<file path="src/sv/temporal_median_background_top_defines.svh">
// assertion macros shared by the rtl files
`ifndef TEMPORAL_MEDIAN_BACKGROUND_TOP_DEFINES_SVH
`define TEMPORAL_MEDIAN_BACKGROUND_TOP_DEFINES_SVH

// same-cycle implication, checked on the rising clock, off during reset
`define TMB_ASSERT_NOW(lbl, ante, cons, msg) \
    lbl: assert property (@(posedge i_clk) disable iff (!i_rst_n) (ante) |-> (cons)) \
        else $error(msg);

// next-cycle implication, checked on the rising clock, off during reset
`define TMB_ASSERT_NEXT(lbl, ante, cons, msg) \
    lbl: assert property (@(posedge i_clk) disable iff (!i_rst_n) (ante) |=> (cons)) \
        else $error(msg);

`endif

</file>
<file path="src/sv/tmb_pkg.sv">
// ----------------------------------------------------------------------------
// tmb_pkg
// shared types, constants and key arithmetic of the median background block
// ----------------------------------------------------------------------------
`default_nettype none

package tmb_pkg;

    localparam int LIST_DEPTH_DEF  = 15;
    localparam int PIXEL_COUNT_DEF = 65536;

    localparam int ADDR_W  = 16;
    localparam int CHAN_W  = 8;
    localparam int PIX_W   = 3 * CHAN_W;
    localparam int WGT_W   = 4;
    localparam int PROD_W  = CHAN_W + WGT_W;
    localparam int TERM_W  = 9;
    localparam int KEY_W   = 11;
    localparam int CFG_IDX_W = 2;

    // floor(x/10) for x < 4096 as (x*3277) >> 15
    localparam logic [11:0] RECIP10 = 12'd3277;
    localparam int RECIP10_SH = 15;

    localparam logic [PIX_W-1:0] WHITE = {PIX_W{1'b1}};

    localparam logic [CFG_IDX_W-1:0] REG_WEIGHT_RED   = 2'd0;
    localparam logic [CFG_IDX_W-1:0] REG_WEIGHT_GREEN = 2'd1;
    localparam logic [CFG_IDX_W-1:0] REG_WEIGHT_BLUE  = 2'd2;

    localparam logic [WGT_W-1:0] WEIGHT_RED_RST   = 4'd10;
    localparam logic [WGT_W-1:0] WEIGHT_GREEN_RST = 4'd10;
    localparam logic [WGT_W-1:0] WEIGHT_BLUE_RST  = 4'd6;

    typedef enum logic [2:0] {
        S_IDLE,
        S_QUOT,
        S_REM,
        S_READ,
        S_PROD,
        S_KEY,
        S_WRITE
    } t_tmb_state;

    typedef struct packed {
        logic load;   // capture list entry and channel products
        logic key;    // reduce products to key
    } t_cell_ctl;

    typedef struct packed {
        logic [PROD_W-1:0] r;
        logic [PROD_W-1:0] g;
        logic [PROD_W-1:0] b;
    } t_prods;

    function automatic logic [TERM_W-1:0] div10(input logic [PROD_W-1:0] x);
        logic [2*PROD_W-1:0] t;
        t = x * RECIP10;
        return t[RECIP10_SH +: TERM_W];
    endfunction

    function automatic t_prods prods_of(input logic [PIX_W-1:0] p,
                                        input logic [WGT_W-1:0] wr,
                                        input logic [WGT_W-1:0] wg,
                                        input logic [WGT_W-1:0] wb);
        t_prods q;
        q.r = p[2*CHAN_W +: CHAN_W] * wr;
        q.g = p[CHAN_W +: CHAN_W] * wg;
        q.b = p[0 +: CHAN_W] * wb;
        return q;
    endfunction

    function automatic logic [KEY_W-1:0] key_of(input t_prods q);
        return KEY_W'(div10(q.r)) + KEY_W'(div10(q.g)) + KEY_W'(div10(q.b));
    endfunction

endpackage

`default_nettype wire

</file>
<file path="src/sv/tmb_cell.sv">
// ----------------------------------------------------------------------------
// tmb_cell
// one rank of the list: holds its entry and key, decides its new entry
// ----------------------------------------------------------------------------
`default_nettype none

module tmb_cell
    import tmb_pkg::*;
(
    input  wire logic             i_clk,
    input  wire t_cell_ctl        i_ctl,
    input  wire logic             i_first,
    input  wire logic [WGT_W-1:0] i_wr,
    input  wire logic [WGT_W-1:0] i_wg,
    input  wire logic [WGT_W-1:0] i_wb,
    input  wire logic [PIX_W-1:0] i_rdata,
    input  wire logic [PIX_W-1:0] i_pixel,
    input  wire logic [KEY_W-1:0] i_key_in,
    input  wire logic             i_gt_prev,   // some earlier rank is greater
    input  wire logic [PIX_W-1:0] i_entry_prev,
    output logic                  o_gt,
    output logic      [PIX_W-1:0] o_entry,
    output logic      [PIX_W-1:0] o_new
);

    logic [PIX_W-1:0] r_entry;
    t_prods           r_prods;
    logic [KEY_W-1:0] r_key;
    logic [PIX_W-1:0] n_entry;
    logic             gt;

    always_comb begin
        n_entry = i_first ? WHITE : i_rdata;
    end

    always_ff @(posedge i_clk) begin
        if (i_ctl.load) begin
            r_entry <= n_entry;
            r_prods <= prods_of(n_entry, i_wr, i_wg, i_wb);
        end
        if (i_ctl.key) begin
            r_key <= key_of(r_prods);
        end
    end

    always_comb begin
        gt = r_key > i_key_in;
        o_gt = i_gt_prev | gt;
        o_entry = r_entry;
        if (i_gt_prev) begin
            o_new = i_entry_prev;   // shifted down one rank
        end else if (gt) begin
            o_new = i_pixel;        // insert point
        end else begin
            o_new = r_entry;
        end
    end

endmodule

`default_nettype wire

</file>
<file path="config.mk">
export PLATFORM = sky130hd
export DESIGN_NAME = tmb_cell
export DESIGN_NICKNAME = d
export VERILOG_FILES = /design/src/sv/temporal_median_background_top_defines.svh /design/src/sv/tmb_pkg.sv /design/src/sv/tmb_cell.sv
export SDC_FILE = /design/constraint.sdc
export NUM_CORES = 1
export LEC_CHECK = 0
export BUFFER_PORTS_ARGS = -buffer_cell sky130_fd_sc_hd__buf_2
export CAP_MARGIN = 25
export CORE_MARGIN = 3
export CORE_UTILIZATION = 45
export CTS_BUF_LIST = sky130_fd_sc_hd__clkbuf_4 sky130_fd_sc_hd__clkbuf_8
export CTS_CLUSTER_DIAMETER = 150
export DETAILED_ROUTE_END_ITERATION = 8
export PLACE_DENSITY = 0.66
export SYNTH_ARGS = -nofsm -noshare
export SYNTH_HDL_FRONTEND = slang
export SYNTH_SLANG_ARGS = --single-unit
</file>
<file path="constraint.sdc">
create_clock -name i_clk -period 6.48 [get_ports i_clk]
set_clock_uncertainty 0.2 [all_clocks]
set_input_delay 0.972 -clock i_clk [delete_from_list [all_inputs] [get_ports i_clk]]
set_output_delay 0.972 -clock i_clk [all_outputs]
set_load 0.005 [all_outputs]
</file>
# After elaboration in Yosys (flattened, before gate mapping)
# Cells that the tools add are included.
totals:
  word_cells: 18
  inputBits: 100
  ff_bits: 71
classes:
  muxes: 3
  order_cmp: 1
  n_addsub: 2
  mul: 6
  bitwise: 1
op_table:
  columns: ["op", "count"]
  rows:
  - ["$mul 12x12->24 const B", 3]
  - ["$mux 24", 3]
  - ["$mul 8x4->12", 3]
  - ["$add 10x9->11", 1]
  - ["$gt 11x11->1", 1]
  - ["$add 9x9->10", 1]
  - ["$or 1x1->1", 1]

# Depth between registers and ports, before layout
# Gate-level depths: netlist (run 1).
depth:
  word_depth: 3
  depth_mapped: 26
  ltp_nobuf: 26

# Worst setup path before layout (run 1)
# No wires, ideal clock.
synth_timing:
  path_kind: "reg2reg"
  from: "register r_prods[18] (netlist bit)"
  to: "register r_key[7], data pin"
  arrival_ps: 5852
  slack_ps: 171
  stages_incl_launch_ff: 24
  required_ps: 6022
  synth_period_minus_slack_ps: 6309
  path_cell_list: "edfxtp_1 > ha_1 > inv_1 > fa_1 > inv_1 > fa_1 > fa_1 > inv_1 > fa_1 > inv_1 > ha_1 > and3_1 > a221oi_1 > nor2_1 > nor2_1 > xor2_1 > fa_1 > fa_1 > nor2b_1 > o21ai_0 > a21boi_0 > o21ai_0 > nor2b_1 > xnor2_1"
synth_between:
  elab_chain_len: 3
synth_rtl:
  columns: ["element", "line_no", "text"]
  rows:
  - ["start: declaration", "tmb_cell.sv:27", "t_prods r_prods;"]
  - ["start signal: assignment", "tmb_cell.sv:39", "r_prods <= prods_of(n_entry, i_wr, i_wg, i_wb);"]
  - ["$mul 12x12->24", "tmb_pkg.sv:58", "t = x * RECIP10;"]
  - ["$add 9x9->10", "tmb_pkg.sv:74", "return KEY_W'(div10(q.r)) + KEY_W'(div10(q.g)) + KEY_W'(div10(q.b));"]
  - ["$add 10x9->11", "tmb_pkg.sv:74", null]
  - ["end signal: assignment", "tmb_cell.sv:42", "r_key <= key_of(r_prods);"]
  - ["end: declaration", "tmb_cell.sv:28", "logic [KEY_W-1:0] r_key;"]
# No other way between the ends.
# A chain may end at the register's enable or synchronous reset.

# Worst setup path after layout (run 1)
layout_timing:
  from: "register r_prods[14] (netlist bit)"
  to: "register r_key[10], data pin"
# Same word-level chain as after synthesis.

==> results of run 1 <==
cell usage after synthesis (all sizes together) (27+ instances only):
cell type	number	area share [%]
inv	307	8.2
ha	326	29
o21ai	53	1.9
and2	27	1.2
xnor2	39	2.4
clkbuf	33	0.88
nand2	82	2.2
nor2	61	1.6
fa	158	23
edfxtp	71	15
nor2b	29	1.3
a21oi	41	1.5
metal layers:
layer / up-vias / share of wire, %
met4: 0 / 2.3
met1: 4952 / 47
met3: 33 / 3.9
met2: 240 / 47
met5: - / 0
li1: 5164 / -
per-stage QoR:
step / hold slack, ns / worst slack, ns
final: 0.703 / 0.113
after global routing: 0.694 / -0.234
after CTS: 0.681 / 0.00719
after detailed placement: 1.10 / -0.136
after global placement: 1.10 / -0.0429
after floorplan: 0.884 / 0.171
flip-flops by register name (all words and copies together), names as in the netlist:
| name | cells |
|---|---|
| o_entry | 24 |
| r_key | 11 |
| r_prods | 36 |
worst max-delay path by stage:
stage,startpoint,end,cells after the start
CTS,r_prods[26],r_key[7],25
global route,r_prods[14],r_key[10],25
global placement,r_prods[4],r_key[7],27
floorplan,r_prods[18],r_key[7],23
detailed placement,r_prods[1],r_key[7],27
finish,r_prods[14],r_key[10],25
cell families after synthesis:
logic type,count (synthesis)
compound gates,190
buf+inv,342
fa+ha+maj,484
mux,1
simple gates,308
xor+xnor,62
flops,71
area by class of cell:
type                       count  share of cell area [%]
tap                          396                    3.10
inverter                     307                    7.20
sequential                    71                    13.3
clock buffer                   9                   0.774
timing repair buffer         201                    7.16
clock inverter                 7                   0.250
multi-input combinational   1045                    68.2
worst max-delay path: stages, from the launching register on:
cell      delay, ns
edfxtp_1       0.46
ha_4           0.31
inv_2          0.04
fa_1           0.50
inv_1          0.05
fa_1           0.46
fa_1           0.49
inv_1          0.05
fa_1           0.48
inv_2          0.05
ha_4           0.26
nand4_1        0.14
nor3_2         0.27
a221oi_4       0.13
nor2_4         0.17
nor2_4         0.05
xor2_2         0.16
fa_1           0.62
inv_1          0.06
ha_1           0.29
a21o_1         0.19
a21oi_2        0.15
nor2b_1        0.06
o21ai_1        0.21
a21oi_2        0.10
a22o_1         0.19
timing repair:
action                                  4_1_cts  5_1_grt
buffers inserted                              0       10
gates resized for setup                       5       59
hold endpoints to repair                      0        0
pin swaps                                     0       15
endpoints found under the setup margin        5        7
==> results.toml, run 1 <==
[run_status]
status = "finished clean"

[yosys]
synth_mux_area_share_pct = 0.0713
synthCells = 1458
synth_top_family_by_area = "adder cells"
synth_nets = 2042
synth-edff-count = 71
synth-xor-area-share_pct = 3.87
ys_dominant_reg_cell = "edfxtp_1"
postSynthAreaPerCell_um2 = 9.62
yosysWarnings = 0
yosysUniqueCellTypes = 52
synth_area_um2 = 14000
synthArstFlopShare_pct = 0
yosys_register_bits = 71
synth_compound_area_share_pct = 8.50
synth_fa_ha_area_share_pct = 51.6
synth_simple_gate_area_share_pct = 11.5
yosysSeqAreaShare_pct = 15.2

[global_route]
grt_max_degree = 61
top_usage_layer = "met2"
grt_usage_pct = 18.2
grtUsageMet2_pct = 30.6
grt-ovfl-total = 0
grt_pass1_wl_um = 50100
use_met3_pct = 2.39
antenna_found_initial = 1
grt_pass1_vias = 10800
grt_use_met1_pct = 24.6

[cts]
htree_levels = 3
cts_made_buffers = 9
cts.clk_slew.worst_paths_ns = 0.10
cts.sinks = 71
root_buffer = "clkbuf_8"
cts_buffer_depth = 2
cts_hold_buf = 0
cts_tree = "built"
insertion_delay_ns = 0.40

[placement]
post-dp-hpwl_um = 25500
gp_congestion = 0.950
port_buffers = 148
placed_cell_area_um2 = 15500
dp.cells = 2011

[timing]
slew_headroom_pct = 30.6
finalSetupTns_ns = 0
drv_slew = 0
worstMarginPinSlew_ns = 1.04
fin_crit_sh_pct = 98.3
finalHoldViolCount = 0
min_period_ns = 6.37
setup_viol = 0
rsz0062_at_grt = "true"
fmax_mhz = 157

[critical_path]
end_kind = "register"
reg2reg_depth = 25
timing.rr.end = "r_key[10]"
cp_max_fo = 4
arrival_ns = 6.33
r2r_start = "r_prods[14]"
r2r_slack_ns = 0.11
crit_type = "register to register"
cp-start-kind = "register"
critical_path_required_ns = 6.44

[hold_path]
hp-start = "i_rdata[6]"
min_path_cells = 2
min_to = "o_entry[6]"
hold_class = "primary input to register"

[detailed_routing]
dr.pass1.iters = 5
drt_wl_total_um = 29700
postRouteAntennaNets = 0
vias = 10400
wl_per_cell_um = 14.6
drc_errors = 0
vias_per_cell = 5.10
drt-initial-drc-count = 384

[cells_and_area]
diodes = 0
area_growth_syn_to_layout_pct = 14.1
fin_area_um2 = 16000
utilization_pct = 52.2
nFillCells = 2781
final_cell_mix = "316 x ha_1, 304 x inv_1, 156 x fa_1"
multi_input_area_um2 = 10900
seq_area_um2 = 2130
final_common_cell = "ha_1"
final_layout_size_suffix_gt1_share_pct = 17.7
final_cells = 2036
final_net_count = 2219

[floorplan]
start_util_pct = 45.7
die_w_um = 183
die-height_um = 183
rows = 64
io_pins = 149
coreArea_um2 = 30700
die-area_um2 = 33300

[job]
cap_violations = 0
Power of run 1 is not shown: default switching activity piles up to over one toggle a cycle in this logic, so the estimate is an artifact.
==> run 2: changes to the inputs <==
Settings changed: CTS_BUF_LIST sky130_fd_sc_hd__clkbuf_4 sky130_fd_sc_hd__clkbuf_8 to default.
==> run 2 against run 1 <==
- die area unchanged
- core utilization is 0.69 points higher
- sequential share of layout area shrank 0.17 points
- wire length increased by 0.83%
- non-clock buffer count increased by 5
- critical endpoint unchanged
- highest routed layer unchanged
==> results.toml, run 2 (same netlist as run 1, synthesis figures left out) <==
[timing]
finalHoldViolCount = 0
rsz0062_at_grt = "true"
min_period_ns = 6.40
drv_slew = 0
fmax_mhz = 156
setup_viol = 0
fin_crit_sh_pct = 98.7
worstMarginPinSlew_ns = 1.04
slew_headroom_pct = 30.7

[placement]
post-dp-hpwl_um = 25500
placed_cell_area_um2 = 15500
port_buffers = 148
gp_congestion = 0.950

[cells_and_area]
final_layout_size_suffix_gt1_share_pct = 18.7
top_register = "r_prods"
final_common_cell = "ha_1"
final_net_count = 2224
fin_area_um2 = 16200
diodes = 0
area_growth_syn_to_layout_pct = 15.6
final_cell_mix = "313 x ha_1, 304 x inv_1, 155 x fa_1"
largest_reg_flops = 36

[floorplan]
coreArea_um2 = 30700
die_w_um = 183
die-height_um = 183
rows = 64
die-area_um2 = 33300
io_pins = 149
start_util_pct = 45.7

[global_route]
grt-ovfl-total = 0
grt_max_degree = 61
grt_pass1_vias = 10800
antenna_found_initial = 1
grt_pass1_wl_um = 50100
grt_usage_pct = 18.2

[detailed_routing]
dr.pass1.iters = 5
drt_wl_total_um = 29900
drc_errors = 0
drt-initial-drc-count = 364
vias_per_cell = 5.11
postRouteAntennaNets = 0
wl_per_cell_um = 14.7
vias = 10400

[hold_path]
hold_class = "primary input to register"
hp-start = "i_rdata[6]"

[critical_path]
endpoint = "r_key[10]"
r2r_start = "r_prods[14]"
end_kind = "register"
cp-start-kind = "register"
reg2reg_depth = 25
critPathLaunch = "r_prods[14]"
arrival_ns = 6.31
r2r_slack_ns = 0.08
cp_max_fo = 4
cpMostUsedCell = "fa_1"
critical_path.slowest_cell = "fa_2"
slowest_delay_ns = 0.63
critical_path_required_ns = 6.39
timing.rr.end = "r_key[10]"
crit_type = "register to register"

[cts]
cts_buffer_depth = 2
cts_hold_buf = 0
root_buffer = "clkbuf_16"
cts_made_buffers = 9
cts.clk_slew.worst_paths_ns = 0.07
cts_tree = "built"
htree_levels = 3
insertion_delay_ns = 0.36
cts.sinks = 71

[job]
cap_violations = 0

[run_status]
status = "finished clean"
run 2: cell count changes in the layout (fill, tap and decap cells not counted), moves of 2 or more:
| cell | change |
|---|---|
| o31ai_1 | -2 |
| clkbuf_8 | -9 |
| ha_4 | +3 |
| o31ai_2 | +2 |
| clkbuf_16 | +9 |
| ha_1 | -3 |
| buf_4 | +5 |
run 2: critical path, delay by kind of cell (launching register included):
kind | cells | cell delay, ns
simple gates | 5 | 0.70
xor+xnor | 1 | 0.16
buf+inv | 5 | 0.24
compound gates | 6 | 0.98
fa+ha+maj | 8 | 3.41
flops | 1 | 0.48
run 2: routing by layer:
metal / vias to the layer above / track usage, % / wire length [µm]
li1: 5186 / - / -
met1: 4983 / 24.5 / 13800
met2: 236 / 30.7 / 14300
met3: 28 / 2.35 / 1230
met4: 0 / 5.33 / 616
met5: - / 0 / 0
run 2: per-stage QoR:
| stage | util (%) | std cells | TNS (ns) | hold slack, ns | worst slack, ns |
|---|---|---|---|---|---|
| after floorplan | - | 1458 | 0 | 0.884 | 0.171 |
| after global placement | 50.4 | 2011 | -0.0803 | 1.10 | -0.0429 |
| after detailed placement | 50.4 | 2011 | -0.418 | 1.10 | -0.136 |
| after CTS | 51.4 | 2027 | 0 | 0.736 | 0.0108 |
| after global routing | 52.9 | 2041 | -0.869 | 0.743 | -0.225 |
| final | 52.9 | 2041 | 0 | 0.745 | 0.0838 |
run 2: what timing repair did:
| action | 4_1_cts | 5_1_grt |
|---|---|---|
| setup endpoints to repair | 5 | 7 |
| setup buffers | 0 | 15 |
| gates cloned | 0 | 0 |
| pin swaps | 0 | 37 |
| resized for setup | 5 | 71 |
run 2: how the worst min path moves through the flow:
stage | depth (start not counted) | end | slack [ns]
global placement | 3 | o_entry[8] | 1.10
CTS | 2 | o_entry[1] | 0.74
global route | 2 | o_entry[6] | 0.74
detailed placement | 3 | o_entry[8] | 1.10
finish | 2 | o_entry[6] | 0.75
floorplan | 0 | o_entry[0] | 0.88
run 2: layout make-up:
class	count	area, µm²
clock inverters	7	40.0
well taps	396	495
repair buffers	206	1180
clock buffers	9	225
inverters	307	1150
multi-input cells	1045	11000
flip-flops and latches	71	2130
fillers	2757	14400
Power of run 2 is left out for the same reason.
